### config.mk
export PLATFORM = sky130hd
export DESIGN_NAME = ir_pulse_capture_match_unit
export DESIGN_NICKNAME = d
export VERILOG_FILES = /design/src/hdl/irpcm_pkg.sv /design/src/hdl/irpcm_front.sv /design/src/hdl/irpcm_queue.sv /design/src/hdl/irpcm_back.sv /design/src/hdl/ir_pulse_capture_match_unit.sv
export SDC_FILE = /design/constraint.sdc
export NUM_CORES = 2
export LEC_CHECK = 0
export BUFFER_PORTS_ARGS = -buffer_cell sky130_fd_sc_hd__clkbuf_2
export CELL_PAD_IN_SITES_DETAIL_PLACEMENT = 1
export CELL_PAD_IN_SITES_GLOBAL_PLACEMENT = 1
export CORE_ASPECT_RATIO = 0.7
export CORE_MARGIN = 2
export CORE_UTILIZATION = 55
export DETAILED_ROUTE_END_ITERATION = 8
export GPL_ROUTABILITY_DRIVEN = 0
export PLACE_DENSITY_LB_ADDON = 0.1
export SLEW_MARGIN = 15
export SYNTH_ARGS = -nofsm -noshare
export SYNTH_HDL_FRONTEND = slang
export SYNTH_HIERARCHICAL = 1
export SYNTH_SLANG_ARGS = --single-unit
### constraint.sdc
create_clock -name clk -period 8.8 [get_ports clk]
set_input_delay 0.44 -clock clk [delete_from_list [all_inputs] [get_ports clk]]
set_output_delay 0.44 -clock clk [all_outputs]
set_load 0.02 [all_outputs]
### src/hdl/irpcm_pkg.sv
// Shared types and constants of the IR pulse capture and match unit.
// Used by the front end, the event queue, the compare back end and the top level.
// No dependencies.
`default_nettype none

package irpcm_pkg;

    // Configuration port geometry and register indexes.
    localparam int CFG_INDEX_BITS = 2;
    localparam int CFG_DATA_BITS  = 15;

    localparam logic [CFG_INDEX_BITS-1:0] CFG_RELEASE_TIME = 2'd0;
    localparam logic [CFG_INDEX_BITS-1:0] CFG_TOLERANCE    = 2'd1;
    localparam logic [CFG_INDEX_BITS-1:0] CFG_REF_LENGTH   = 2'd2;

    // Field widths fixed by the interface.
    localparam int RELEASE_BITS   = 15;
    localparam int TOL_BITS       = 8;
    localparam int LEN_BITS       = 8;
    localparam int REF_INDEX_BITS = 7;
    localparam int REF_DUR_BITS   = 15;
    localparam int COUNT_BITS     = 8;
    localparam int IN_DATA_BITS   = 24;
    localparam int OUT_DATA_BITS  = 16;

    // Register values after reset.
    localparam logic [RELEASE_BITS-1:0] RELEASE_RESET = 15'd10000;
    localparam logic [TOL_BITS-1:0]     TOL_RESET     = 8'd25;
    localparam logic [LEN_BITS-1:0]     LEN_RESET     = 8'd0;

    // Tolerance is given in percent of the measured duration.
    localparam int PCT_DIVISOR = 100;

    // Entries in the queue between front end and back end.
    localparam int QUEUE_DEPTH = 4;

    // What one queue entry asks the back end to do. A compare and a frame end
    // may come together in one entry.
    typedef struct packed {
        logic wr;   // store a reference entry
        logic cmp;  // compare a finished duration against the table
        logic fin;  // frame end: emit a result
        logic ovf;  // overflow flag of the finished frame
    } irpcm_op_t;

endpackage

`default_nettype wire

### src/hdl/irpcm_front.sv
// Front end: times high and low durations of the IR level and emits table
// writes, duration compares and frame ends as queue entries.
// Depends on irpcm_pkg.
`default_nettype none

module irpcm_front
    import irpcm_pkg::*;
#(
    parameter int MAX_PULSES    = 128,
    parameter int DURATION_BITS = 15
)(
    input  wire logic                      clk,
    input  wire logic                      rst_n,
    input  wire logic                      accept,
    input  wire logic                      func,
    input  wire logic                      level,
    input  wire logic [REF_INDEX_BITS-1:0] ref_index,
    input  wire logic [REF_DUR_BITS-1:0]   ref_duration,
    input  wire logic [RELEASE_BITS-1:0]   release_time,
    input  wire logic [LEN_BITS-1:0]       reference_length,
    output logic                           push,
    output irpcm_op_t                      push_op,
    output logic [$clog2(MAX_PULSES)-1:0]  push_idx,
    output logic [DURATION_BITS-1:0]       push_val,
    output logic [COUNT_BITS-1:0]          push_cnt
);

    localparam int IW = $clog2(MAX_PULSES);
    localparam int CW = $clog2(MAX_PULSES + 1);
    localparam int DB = DURATION_BITS;

    localparam logic [1:0] PH_START   = 2'd0;
    localparam logic [1:0] PH_HIGH    = 2'd1;
    localparam logic [1:0] PH_LOW     = 2'd2;
    localparam logic [1:0] PH_WAITLOW = 2'd3;

    logic [1:0]    phase_reg, phase_next;
    logic [DB-1:0] elapsed_reg, elapsed_next;
    logic [CW-1:0] count_reg, count_next;
    logic          ovf_reg, ovf_next;

    // Next state of the timer and the entry that this beat produces.
    always_comb
    begin
        logic          rec;
        logic [DB-1:0] rec_m;
        logic          hi_tick;
        logic [DB-1:0] hi_base;
        logic [DB:0]   hi_sum;
        logic [DB:0]   lo_sum;
        logic [COUNT_BITS-1:0] idx_wide;

        rec          = 1'b0;
        rec_m        = elapsed_reg;
        hi_tick      = 1'b0;
        hi_base      = elapsed_reg;
        hi_sum       = '0;
        lo_sum       = {1'b0, elapsed_reg} + {{DB{1'b0}}, 1'b1};
        idx_wide     = COUNT_BITS'(ref_index);

        phase_next   = phase_reg;
        elapsed_next = elapsed_reg;
        count_next   = count_reg;
        ovf_next     = ovf_reg;
        push_op      = '0;
        push_idx     = count_reg[IW-1:0];
        push_val     = elapsed_reg;
        push_cnt     = '0;

        if (func)
        begin
            // Table write beat: timing does not advance.
            push_op.wr = (idx_wide < COUNT_BITS'(MAX_PULSES));
            push_idx   = idx_wide[IW-1:0];
            push_val   = DB'(ref_duration);
        end
        else
        begin
            unique case (phase_reg)
                PH_START:
                begin
                    if (level)
                    begin
                        count_next = '0;
                        ovf_next   = 1'b0;
                        hi_tick    = 1'b1;
                        hi_base    = '0;
                        phase_next = PH_HIGH;
                    end
                end
                PH_HIGH:
                begin
                    if (level)
                    begin
                        hi_tick = 1'b1;
                    end
                    else
                    begin
                        rec          = 1'b1;
                        elapsed_next = {{(DB-1){1'b0}}, 1'b1};
                        phase_next   = PH_LOW;
                    end
                end
                PH_LOW:
                begin
                    if (level)
                    begin
                        rec        = 1'b1;
                        hi_tick    = 1'b1;
                        hi_base    = '0;
                        phase_next = PH_HIGH;
                    end
                    else
                    begin
                        elapsed_next = lo_sum[DB] ? {DB{1'b1}} : lo_sum[DB-1:0];
                    end
                end
                PH_WAITLOW:
                begin
                    if (!level)
                    begin
                        phase_next = PH_START;
                    end
                end
                default:
                begin
                    phase_next = PH_START;
                end
            endcase

            // A finished duration: compare it while within the reference length; on a full table flag overflow.
            if (rec)
            begin
                if (count_reg >= CW'(MAX_PULSES))
                begin
                    ovf_next = 1'b1;
                end
                else
                begin
                    push_op.cmp = (COUNT_BITS'(count_reg) < reference_length);
                    push_val    = rec_m;
                    count_next  = count_reg + CW'(1);
                end
            end

            // One more high tick; a high longer than the release time ends the frame.
            if (hi_tick)
            begin
                hi_sum       = {1'b0, hi_base} + {{DB{1'b0}}, 1'b1};
                elapsed_next = hi_sum[DB] ? {DB{1'b1}} : hi_sum[DB-1:0];
                if (32'(hi_sum) > 32'(release_time))
                begin
                    push_op.fin  = 1'b1;
                    push_op.ovf  = ovf_next;
                    push_cnt     = COUNT_BITS'(count_next);
                    phase_next   = PH_WAITLOW;
                    elapsed_next = '0;
                end
            end
        end

        push = accept && (push_op.wr || push_op.cmp || push_op.fin);
    end

    // Timer state registers, advanced on every tick beat.
    always_ff @(posedge clk or negedge rst_n)
    begin
        if (!rst_n)
        begin
            phase_reg   <= PH_START;
            elapsed_reg <= '0;
            count_reg   <= '0;
            ovf_reg     <= 1'b0;
        end
        else if (accept && !func)
        begin
            phase_reg   <= phase_next;
            elapsed_reg <= elapsed_next;
            count_reg   <= count_next;
            ovf_reg     <= ovf_next;
        end
    end

endmodule

`default_nettype wire

### src/hdl/irpcm_queue.sv
// Short first-in first-out queue of back-end entries between the front end
// and the compare back end. Depends on irpcm_pkg.
`default_nettype none

module irpcm_queue
    import irpcm_pkg::*;
#(
    parameter int IDX_BITS      = 7,
    parameter int DURATION_BITS = 15
)(
    input  wire logic                     clk,
    input  wire logic                     rst_n,
    input  wire logic                     push,
    input  wire irpcm_op_t                push_op,
    input  wire logic [IDX_BITS-1:0]      push_idx,
    input  wire logic [DURATION_BITS-1:0] push_val,
    input  wire logic [COUNT_BITS-1:0]    push_cnt,
    input  wire logic                     pop,
    output irpcm_op_t                     pop_op,
    output logic [IDX_BITS-1:0]           pop_idx,
    output logic [DURATION_BITS-1:0]      pop_val,
    output logic [COUNT_BITS-1:0]         pop_cnt,
    output logic                          empty,
    output logic                          full
);

    localparam int PW = $clog2(QUEUE_DEPTH);
    localparam int FW = $clog2(QUEUE_DEPTH + 1);

    irpcm_op_t                op_q  [QUEUE_DEPTH];
    logic [IDX_BITS-1:0]      idx_q [QUEUE_DEPTH];
    logic [DURATION_BITS-1:0] val_q [QUEUE_DEPTH];
    logic [COUNT_BITS-1:0]    cnt_q [QUEUE_DEPTH];

    logic [PW-1:0] wr_ptr_reg, rd_ptr_reg;
    logic [FW-1:0] fill_reg;

    assign empty   = (fill_reg == '0);
    assign full    = (fill_reg == FW'(QUEUE_DEPTH));
    assign pop_op  = op_q[rd_ptr_reg];
    assign pop_idx = idx_q[rd_ptr_reg];
    assign pop_val = val_q[rd_ptr_reg];
    assign pop_cnt = cnt_q[rd_ptr_reg];

    // Entry storage.
    always_ff @(posedge clk)
    begin
        if (push)
        begin
            op_q[wr_ptr_reg]  <= push_op;
            idx_q[wr_ptr_reg] <= push_idx;
            val_q[wr_ptr_reg] <= push_val;
            cnt_q[wr_ptr_reg] <= push_cnt;
        end
    end

    // Pointers and fill level.
    always_ff @(posedge clk or negedge rst_n)
    begin
        if (!rst_n)
        begin
            wr_ptr_reg <= '0;
            rd_ptr_reg <= '0;
            fill_reg   <= '0;
        end
        else
        begin
            if (push)
            begin
                wr_ptr_reg <= (wr_ptr_reg == PW'(QUEUE_DEPTH - 1)) ? '0 : wr_ptr_reg + PW'(1);
            end
            if (pop)
            begin
                rd_ptr_reg <= (rd_ptr_reg == PW'(QUEUE_DEPTH - 1)) ? '0 : rd_ptr_reg + PW'(1);
            end
            if (push && !pop)
            begin
                fill_reg <= fill_reg + FW'(1);
            end
            else if (pop && !push)
            begin
                fill_reg <= fill_reg - FW'(1);
            end
        end
    end

endmodule

`default_nettype wire

### src/hdl/irpcm_back.sv
// Back end: reference table, tolerance compare pipeline and result register.
// Depends on irpcm_pkg.
`default_nettype none

module irpcm_back
    import irpcm_pkg::*;
#(
    parameter int MAX_PULSES    = 128,
    parameter int DURATION_BITS = 15
)(
    input  wire logic                          clk,
    input  wire logic                          rst_n,
    input  wire logic                          q_empty,
    input  wire irpcm_op_t                     q_op,
    input  wire logic [$clog2(MAX_PULSES)-1:0] q_idx,
    input  wire logic [DURATION_BITS-1:0]      q_val,
    input  wire logic [COUNT_BITS-1:0]         q_cnt,
    output logic                               q_pop,
    input  wire logic [TOL_BITS-1:0]           tolerance_percent,
    input  wire logic [LEN_BITS-1:0]           reference_length,
    output logic                               out_valid,
    input  wire logic                          out_ready,
    output logic                               out_matched,
    output logic [COUNT_BITS-1:0]              out_count,
    output logic                               out_overflowed
);

    localparam int IW = $clog2(MAX_PULSES);
    localparam int DB = DURATION_BITS;
    // Reciprocal of the percent divisor, exact for every DB-bit duration.
    localparam int S  = DB + 7;
    localparam int RW = DB + 1;
    localparam logic [63:0] RECIP_WIDE =
        ((64'd1 << S) + 64'(PCT_DIVISOR - 1)) / 64'(PCT_DIVISOR);
    localparam logic [RW-1:0] RECIP = RECIP_WIDE[RW-1:0];
    localparam int QW = DB - 6;
    localparam int DW = QW + TOL_BITS;
    localparam int SW = ((DB > DW) ? DB : DW) + 1;

    logic adv;

    // Stage 1: table read and quotient.
    logic                  v1_reg;
    irpcm_op_t             op1_reg;
    logic [DB-1:0]         m1_reg;
    logic [QW-1:0]         q1_reg;
    logic [COUNT_BITS-1:0] cnt1_reg;
    logic [DB-1:0]         r1_reg;

    // Stage 2: deviation.
    logic                  v2_reg;
    irpcm_op_t             op2_reg;
    logic [DB-1:0]         m2_reg;
    logic [DW-1:0]         d2_reg;
    logic [COUNT_BITS-1:0] cnt2_reg;
    logic [DB-1:0]         r2_reg;

    logic                  mismatch_reg;
    logic                  out_valid_reg;
    logic                  matched_reg;
    logic [COUNT_BITS-1:0] count_reg;
    logic                  ovf_reg;

    logic [DB-1:0] table_mem [MAX_PULSES];

    logic [2*DB:0] quot_prod;
    logic [SW-1:0] m_ext, d_ext, r_ext, lo_bound, hi_bound;
    logic          cmp_fail, mismatch_now, load_out;

    // The pipeline moves whenever the result register can take a beat.
    assign adv   = !out_valid_reg || out_ready;
    assign q_pop = adv && !q_empty;

    assign quot_prod = (2*DB+1)'(q_val) * (2*DB+1)'(RECIP);

    // Reference table; writes and reads follow queue order.
    always_ff @(posedge clk)
    begin
        if (q_pop && q_op.wr)
        begin
            table_mem[q_idx] <= q_val;
        end
        if (adv)
        begin
            r1_reg <= table_mem[q_idx];
        end
    end

    // Pipeline payload registers.
    always_ff @(posedge clk)
    begin
        if (adv)
        begin
            op1_reg  <= q_op;
            m1_reg   <= q_val;
            q1_reg   <= quot_prod[S+QW-1:S];
            cnt1_reg <= q_cnt;
            op2_reg  <= op1_reg;
            m2_reg   <= m1_reg;
            d2_reg   <= DW'(q1_reg) * DW'(tolerance_percent);
            cnt2_reg <= cnt1_reg;
            r2_reg   <= r1_reg;
        end
    end

    // Window compare: the entry must lie within the duration plus or minus the deviation.
    always_comb
    begin
        m_ext        = SW'(m2_reg);
        d_ext        = SW'(d2_reg);
        r_ext        = SW'(r2_reg);
        lo_bound     = (m_ext > d_ext) ? (m_ext - d_ext) : '0;
        hi_bound     = m_ext + d_ext;
        cmp_fail     = op2_reg.cmp && ((r_ext < lo_bound) || (r_ext > hi_bound));
        mismatch_now = mismatch_reg || cmp_fail;
        load_out     = adv && v2_reg && op2_reg.fin;
    end

    // Valid bits, mismatch accumulator and result flags.
    always_ff @(posedge clk or negedge rst_n)
    begin
        if (!rst_n)
        begin
            v1_reg        <= 1'b0;
            v2_reg        <= 1'b0;
            mismatch_reg  <= 1'b0;
            out_valid_reg <= 1'b0;
        end
        else
        begin
            if (adv)
            begin
                v1_reg <= q_pop;
                v2_reg <= v1_reg;
                if (v2_reg)
                begin
                    mismatch_reg <= op2_reg.fin ? 1'b0 : mismatch_now;
                end
            end
            if (load_out)
            begin
                out_valid_reg <= 1'b1;
            end
            else if (out_ready)
            begin
                out_valid_reg <= 1'b0;
            end
        end
    end

    // Result payload.
    always_ff @(posedge clk)
    begin
        if (load_out)
        begin
            matched_reg <= !mismatch_now && !op2_reg.ovf && (cnt2_reg == reference_length);
            count_reg   <= cnt2_reg;
            ovf_reg     <= op2_reg.ovf;
        end
    end

    assign out_valid      = out_valid_reg;
    assign out_matched    = matched_reg;
    assign out_count      = count_reg;
    assign out_overflowed = ovf_reg;

endmodule

`default_nettype wire

### src/hdl/ir_pulse_capture_match_unit.sv
// Top level of the IR pulse capture and match unit: configuration registers,
// stream ports, front end, queue and back end. Depends on irpcm_pkg.
`default_nettype none

// The unit takes one input beat every clock cycle while the queue has room: a
// tick beat carries the receiver level of one microsecond, a write beat stores
// one reference duration; the sustained rate is one beat per cycle until the
// queue fills. Table work goes through a four-entry queue into a compare
// pipeline (table read and reciprocal multiply, deviation multiply, window
// compare); a frame result passes the queue, stage 1, stage 2 and the result
// register to the output. A stalled output holds the pipeline; the queue
// absorbs up to four entries, then input is held. The user must ensure
// configuration is written only while the unit is idle; no logic enforces it.
module ir_pulse_capture_match_unit
    import irpcm_pkg::*;
#(
    parameter int MAX_PULSES    = 128,
    parameter int DURATION_BITS = 15
)(
    input  wire logic                      clk,
    input  wire logic                      rst_n,
    input  wire logic                      s_axis_tvalid,
    output logic                           s_axis_tready,
    // Fields from bit 0: level, ref_index[7:1], ref_duration[22:8], zero pad.
    input  wire logic [IN_DATA_BITS-1:0]   s_axis_tdata,
    // Fields from bit 0: func.
    input  wire logic                      s_axis_tuser,
    output logic                           m_axis_tvalid,
    input  wire logic                      m_axis_tready,
    // Fields from bit 0: matched, pulse_count[8:1], overflowed, zero pad.
    output logic [OUT_DATA_BITS-1:0]       m_axis_tdata,
    input  wire logic                      cfg_wr_en,
    input  wire logic [CFG_INDEX_BITS-1:0] cfg_index,
    input  wire logic [CFG_DATA_BITS-1:0]  cfg_wr_data
);

    localparam int IW = $clog2(MAX_PULSES);

    logic [RELEASE_BITS-1:0] release_time_reg;
    logic [TOL_BITS-1:0]     tolerance_reg;
    logic [LEN_BITS-1:0]     ref_length_reg;

    logic                     accept;
    logic                     push, pop, q_empty, q_full;
    irpcm_op_t                push_op, pop_op;
    logic [IW-1:0]            push_idx, pop_idx;
    logic [DURATION_BITS-1:0] push_val, pop_val;
    logic [COUNT_BITS-1:0]    push_cnt, pop_cnt;
    logic                     out_matched, out_overflowed;
    logic [COUNT_BITS-1:0]    out_count;

    // Configuration registers.
    always_ff @(posedge clk or negedge rst_n)
    begin
        if (!rst_n)
        begin
            release_time_reg <= RELEASE_RESET;
            tolerance_reg    <= TOL_RESET;
            ref_length_reg   <= LEN_RESET;
        end
        else if (cfg_wr_en)
        begin
            unique case (cfg_index)
                CFG_RELEASE_TIME: release_time_reg <= cfg_wr_data[RELEASE_BITS-1:0];
                CFG_TOLERANCE:    tolerance_reg    <= cfg_wr_data[TOL_BITS-1:0];
                CFG_REF_LENGTH:   ref_length_reg   <= cfg_wr_data[LEN_BITS-1:0];
                default:          ;
            endcase
        end
    end

    // An input beat is taken whenever the queue has room.
    assign s_axis_tready = !q_full;
    assign accept        = s_axis_tvalid && s_axis_tready;

    irpcm_front #(
        .MAX_PULSES    (MAX_PULSES),
        .DURATION_BITS (DURATION_BITS)
    ) u_front (
        .clk              (clk),
        .rst_n            (rst_n),
        .accept           (accept),
        .func             (s_axis_tuser),
        .level            (s_axis_tdata[0]),
        .ref_index        (s_axis_tdata[REF_INDEX_BITS:1]),
        .ref_duration     (s_axis_tdata[REF_INDEX_BITS+REF_DUR_BITS:REF_INDEX_BITS+1]),
        .release_time     (release_time_reg),
        .reference_length (ref_length_reg),
        .push             (push),
        .push_op          (push_op),
        .push_idx         (push_idx),
        .push_val         (push_val),
        .push_cnt         (push_cnt)
    );

    irpcm_queue #(
        .IDX_BITS      (IW),
        .DURATION_BITS (DURATION_BITS)
    ) u_queue (
        .clk      (clk),
        .rst_n    (rst_n),
        .push     (push),
        .push_op  (push_op),
        .push_idx (push_idx),
        .push_val (push_val),
        .push_cnt (push_cnt),
        .pop      (pop),
        .pop_op   (pop_op),
        .pop_idx  (pop_idx),
        .pop_val  (pop_val),
        .pop_cnt  (pop_cnt),
        .empty    (q_empty),
        .full     (q_full)
    );

    irpcm_back #(
        .MAX_PULSES    (MAX_PULSES),
        .DURATION_BITS (DURATION_BITS)
    ) u_back (
        .clk               (clk),
        .rst_n             (rst_n),
        .q_empty           (q_empty),
        .q_op              (pop_op),
        .q_idx             (pop_idx),
        .q_val             (pop_val),
        .q_cnt             (pop_cnt),
        .q_pop             (pop),
        .tolerance_percent (tolerance_reg),
        .reference_length  (ref_length_reg),
        .out_valid         (m_axis_tvalid),
        .out_ready         (m_axis_tready),
        .out_matched       (out_matched),
        .out_count         (out_count),
        .out_overflowed    (out_overflowed)
    );

    // Result beat packing.
    assign m_axis_tdata = {
        {(OUT_DATA_BITS-COUNT_BITS-2){1'b0}}, out_overflowed, out_count, out_matched
    };

endmodule

`default_nettype wire
-- Yosys cells after proc, flatten, opt, wreduce, memory -nomap -nowiden
Memory sizes are Yosys's and may differ from the RTL's. A register that Yosys moved wholly into a read port is not among the register bits.
Index checks and enable logic that the tools add are counted.
- bitwise operators: 1
- multiplexer cells: 53
- order comparisons: 6
- equal/unequal tests: 11
- $mul: 2
- reductions and logical operators: 39
- $add $sub $neg: 9
- operator list (cell ; count):
    15-bit 2-to-1 mux ; 10
    8-bit 2-to-1 mux ; 7
    15-bit by 1-bit adder with 16-bit output, second input constant ; 2
    15-bit one-hot mux with 2 select lines ; 1
    15-bit by 13-bit multiplier with 28-bit output, second input constant ; 1
    1-bit 2-to-1 mux ; 19
    15-bit by 17-bit adder with 18-bit output ; 1
    15-bit by 18-bit greater-than comparator with 1-bit output ; 1
    15-bit by 18-bit less-than comparator with 1-bit output ; 1
    18-bit 2-to-1 mux ; 1
    2-bit 2-to-1 mux ; 9
    15-bit by 17-bit subtractor with 18-bit output ; 1
    15-bit by 17-bit greater-than comparator with 1-bit output ; 1
    9-bit by 8-bit multiplier with 17-bit output ; 1
    16-bit by 15-bit greater-than comparator with 1-bit output ; 1
    1-bit logical AND ; 12
    2-bit == test, second input constant ; 5
    2-bit AND reduction ; 5
    3-bit 2-to-1 mux ; 3
    8-bit by 1-bit adder with 8-bit output, second input constant ; 1
    8-bit == test ; 1
    8-bit greater-or-equal comparator, second input constant ; 1
    1-bit logical NOT ; 8
    8-bit less-than comparator ; 1
    18 further kinds ; 27
- input bits: 47
- output and inout port bits: 18
- word-level logic and storage cells: 155
- register bits: 163
- bits in writable memories: 2056
- memories: 5
- memory list (name ; words ; width ; rd ports ; clocked after memory_dff ; wr ports ; RTL line ; source):
    u_back.table_mem ; 128 ; 15 ; 1 ; 1 ; 1 ; irpcm_back.sv:64 ; logic [DB-1:0] table_mem [MAX_PULSES];
    u_queue.val_q ; 4 ; 15 ; 1 ; 0 ; 1 ; irpcm_queue.sv:32 ; logic [DURATION_BITS-1:0] val_q [QUEUE_DEPTH];
    u_queue.cnt_q ; 4 ; 8 ; 1 ; 1 ; 1 ; irpcm_queue.sv:33 ; logic [COUNT_BITS-1:0] cnt_q [QUEUE_DEPTH];
    u_queue.idx_q ; 4 ; 7 ; 1 ; 0 ; 1 ; irpcm_queue.sv:31 ; logic [IDX_BITS-1:0] idx_q [QUEUE_DEPTH];
    u_queue.op_q ; 4 ; 4 ; 1 ; 0 ; 1 ; irpcm_queue.sv:30 ; irpcm_op_t op_q [QUEUE_DEPTH];

-- Longest topological paths before layout
- word-level depth: 16
- gate-level depth with buffers: 23
- depth with buffers taken out: 21

-- Cells and area by module
The synthesis kept the hierarchy.
- modules (own cells, without submodules) (module ; area each (um^2) ; times used ; cells each ; sequential area each (um^2)):
    irpcm_back ; 81376.8 ; 1 ; 4763 ; 61298.8
    irpcm_queue ; 5375.2 ; 1 ; 215 ; 4259.1
    irpcm_front ; 2906.5 ; 1 ; 381 ; 650.6
    ir_pulse_capture_match_unit ; 1265.0 ; 1 ; 77 ; 785.8

-- Worst setup path before layout
No wires, ideal clock.
- path type: reg-to-reg
- start: register u_queue.rd_ptr_reg[0]
- end: register u_back.q1_reg[8], data pin
- cell stages (with the launch flop): 19
- required time: 8.540 ns
- library setup time: 0.260 ns
- path slack: 1.714 ns
- arrival time: 6.826 ns
- cells stage by stage: dfrtp_1 > buf_6 > mux4_1 > fa_1 > ha_1 > fa_1 > fa_1 > inv_1 > fa_1 > inv_1 > ha_1 > nand4_1 > nor2_1 > a211oi_1 > a31oi_1 > o41a_1 > a41o_1 > a21oi_1 > xnor2_1
- longest elaborated chain between the ends: 2
- RTL lines (item ; RTL line ; source):
    start, declared ; irpcm_queue.sv:35 ; logic [PW-1:0] wr_ptr_reg, rd_ptr_reg;
    start signal, assigned ; irpcm_queue.sv:74 ; rd_ptr_reg <= (rd_ptr_reg == PW'(QUEUE_DEPTH - 1)) ? '0 : rd_ptr_reg + PW'(1);
    memory read 4 x 15 bit ; - ;
    named net pop_val[14] ; ir_pulse_capture_match_unit.sv:47 ; logic [DURATION_BITS-1:0] push_val, pop_val;
    15-bit by 13-bit multiplier with 28-bit output ; irpcm_back.sv:74 ; assign quot_prod = (2*DB+1)'(q_val) * (2*DB+1)'(RECIP);
    named net u_back.quot_prod[30] ; irpcm_back.sv:66 ; logic [2*DB:0] quot_prod;
    end signal, assigned ; irpcm_back.sv:96 ; q1_reg <= quot_prod[S+QW-1:S];
    end, declared ; irpcm_back.sv:46 ; logic [QW-1:0] q1_reg;
The timed path passes the listed nets, and every way through them passes these cells.
A chain may end at the register's enable or synchronous reset.

-- Final worst setup path
Same ends and word-level chain as after synthesis.

==> summary.md <==
| Metric | Value |
|---|---|
| Area Overhead vs Synth | 11.81% |
| First-pass GRT wire length | around 400,000 um |
| Antenna-violating nets left | 0 |
| Post-layout nets | between 6,000 and 7,000 |
| Utilization after layout | 0.6211 |
| Dpl hpwl | 170,000 um |
| PostCTS Resize Cnt | 0 |
| Post-Place Worst Slack | 1669 ps |
| Gate count of the mapped netlist | between 5,000 and 6,000 |
| DR iter-0 viols | 7,861 |
| Largest Register | u_back/table_mem |
| Mapped Area | about 91,000 um2 |
| Critical path startpoint category | flop |
| #FFs+latches synth | 2,242 |
| Post-synth EDFFs | 2,174 |
| Core Box Area | 163,700 um2 |
| Critical path class | reg2reg |
| Maximum clock frequency | ~0.14 GHz |
| Max-Slew Margin vs Limit | 0.1114 |
| Wire per inst | 34.74 um |
| CTS tree | done |
| Via-per-instance ratio | 6.859 |
| Num CTS Buffers | 204 |
| Count of input and output buffers | 57 |
| Max reg flops | ~1,900 |
| Worst min path class | in2reg |
| CP endpoint kind | flop |
| Worst EP arrival | just under 8000 ps |
| Synth async-reset ratio | 0.03033 |
| Post-CTS Setup Bufs | 0 |
| Commonest non-fill, non-tap cells in the layout | 2,174 x edfxtp_1, 608 x a22oi_1, 248 x inv_1, 228 x ha_1, 227 x buf_4 |
| Biggest regs | u_back/table_mem x1920, u_queue/val_q x60, u_queue/cnt_q x32 |
| Area of placed instances | 94,510 um2 |
| Routed WL | 279,500 um |
| Total die area | between 150,000 and 200,000 um2 |
| Placement row count | between 100 and 150 |
| Final setup viols | 0 |
| Initial antenna violation count | 27 |
| Most common cell after layout, fill and taps aside | edfxtp_1 |
| Reg clk slew, reported paths | 70 ps |
| Initial Utilization | 0.5555 |
| Design Area, Final | 101,700 um2 |
| Final Critical Period | 7099 ps |
| Worst slew pin tran | 1322 ps |
| Slew Limit Fails | 0 |
| Fin Setup TNS | 0 ps |
| Maxcap violations | 0 |
| Setup ws final | 1701 ps |
| Height of the die | between 300 and 400 um |
| Layout cells sized above 1 | 0.1252 |
| Sequential share of the synthesized area | 0.7368 |
| CP required | 9400 ps |
| # IOs | 65 |
| Tot GR Track Use | 0.3296 |
| Total gr overflow | 0 |
| Vias in the first global route | 54,780 |
| DR DRC count | 0 |
| Syn. warnings | 6 |
| Largest net degree at the start of global routing | between 90 and 100 |
| Clock sinks | 2,242 |
| Clk_lat worst skew | 860 ps |
| CTS H-Tree Depth | 4 |
| Run status | finished clean |
| Synth Area per Inst | 16.73 um2 |
| Die X | 490.0 um |
| DR vias | 55,180 |
| Max FO, Critical Path | ~70 |
| Top FF cell, synth | edfxtp_1 |
| Clock Tree Root | clkbuf_16 |
| CTS Buffer Depth | 3 |
| Clk_skew | 33.58 ps |
| Part of the cycle the worst path needs | 0.8067 |
| Synth cell types | 87 |
| TritonRoute pass-1 iters | 8 |
| RSZ-0062 raised after global routing | false |
| Fin. Hold Viols | 0 |
==> cell type report <==
class | instances | area (um2)
Multi-Input combinational cell | 2633 | 21550
Timing Repair Buffer | 333 | 2635
Clock buffer | 237 | 5280
Clock inverter | 144 | 1499
Fill cell | 14240 | 62020
Inverter | 249 | 937.1
Sequential cell | 2242 | 67000
Tap cell | 2205 | 2759
Antenna cell | 2 | 5.005
==> worst paths after layout <==
check | depth (start not counted) | endpoint | slack [ps] | startpoint
setup / recovery | 19 | u_back/q1_reg[8] | 1700 | u_queue/rd_ptr_reg[0]
hold / removal | 2 | u_queue/val_q[0][0] | 50 | s_axis_tdata[8]
setup reg to reg | 19 | u_back/q1_reg[8] | 1700 | u_queue/rd_ptr_reg[0]
hold reg to reg | 0 | u_back/cnt2_reg[2] | 400 | u_back/cnt1_reg[2]
max in group asynchronous | 3 | u_queue/rd_ptr_reg[0] | 7780 | rst_n
min in group asynchronous | 2 | tolerance_reg[4] | 140 | rst_n
==> worst max-delay path, stage by stage, from the launching register on <==
cell,delay [ps]
dfrtp_2,780
mux4_4,1160
ha_1,510
inv_1,60
fa_1,480
inv_1,60
fa_1,500
inv_1,60
fa_1,410
inv_1,90
fa_1,430
ha_1,330
a21oi_1,150
o21ai_0,140
a211oi_1,430
a31oi_1,200
o41a_1,440
a41o_1,310
a21oi_1,180
xnor2_1,80
==> cells in the mapped netlist (all sizes together), types with 98 or more instances <==
cell type     n  area share
nor2        217      0.0090
a22oi       608       0.050
ha          228       0.031
a22o        179       0.017
edfxtp     2174        0.72
clkbuf       98      0.0040
nand2       140      0.0058
nand4       125      0.0087
inv         249       0.010
fa          114       0.025
a221oi      183       0.018
a31oi       135      0.0095
buf         219       0.013
==> routing by layer <==
layer | up-vias | GRT usage | wire length (um)
met3 | 457 | 0.08005 | 32500
met1 | 28960 | 0.5003 | 117800
met5 | - | 0 | 204
li1 | 22360 | - | -
met4 | 26 | 0.08985 | 7080
met2 | 3376 | 0.4790 | 121900
==> through the flow <==
step	cells	hold WS, ps
4_1_cts	8043	4.750
3_3_place_gp	7627	282.7
5_1_grt	8043	39.76
6_report	8045	54.92
3_5_place_dp	7627	289.0
2_1_floorplan	5441	144.4
==> logic make-up after synthesis <==
group           after synthesis  synth area share
mux                          96           0.01680
simple gates                711           0.03936
buf+inv                     566           0.02769
xor+xnor                     69          0.006647
fa+ha+maj                   342           0.05648
compound gates             1409            0.1162
flops                      2242            0.7368
other cells                   1        0.00004124
==> what timing repair did <==
item / 4_1_cts / 5_1_grt
endpoints found under the setup margin: 0 / 0
hold buffers: 35 / 0
hold endpoints to repair: 159 / 0
Power is left out: the tool's default activity adds up to more than one toggle a clock period on the data nets, which glitch-free logic cannot reach.
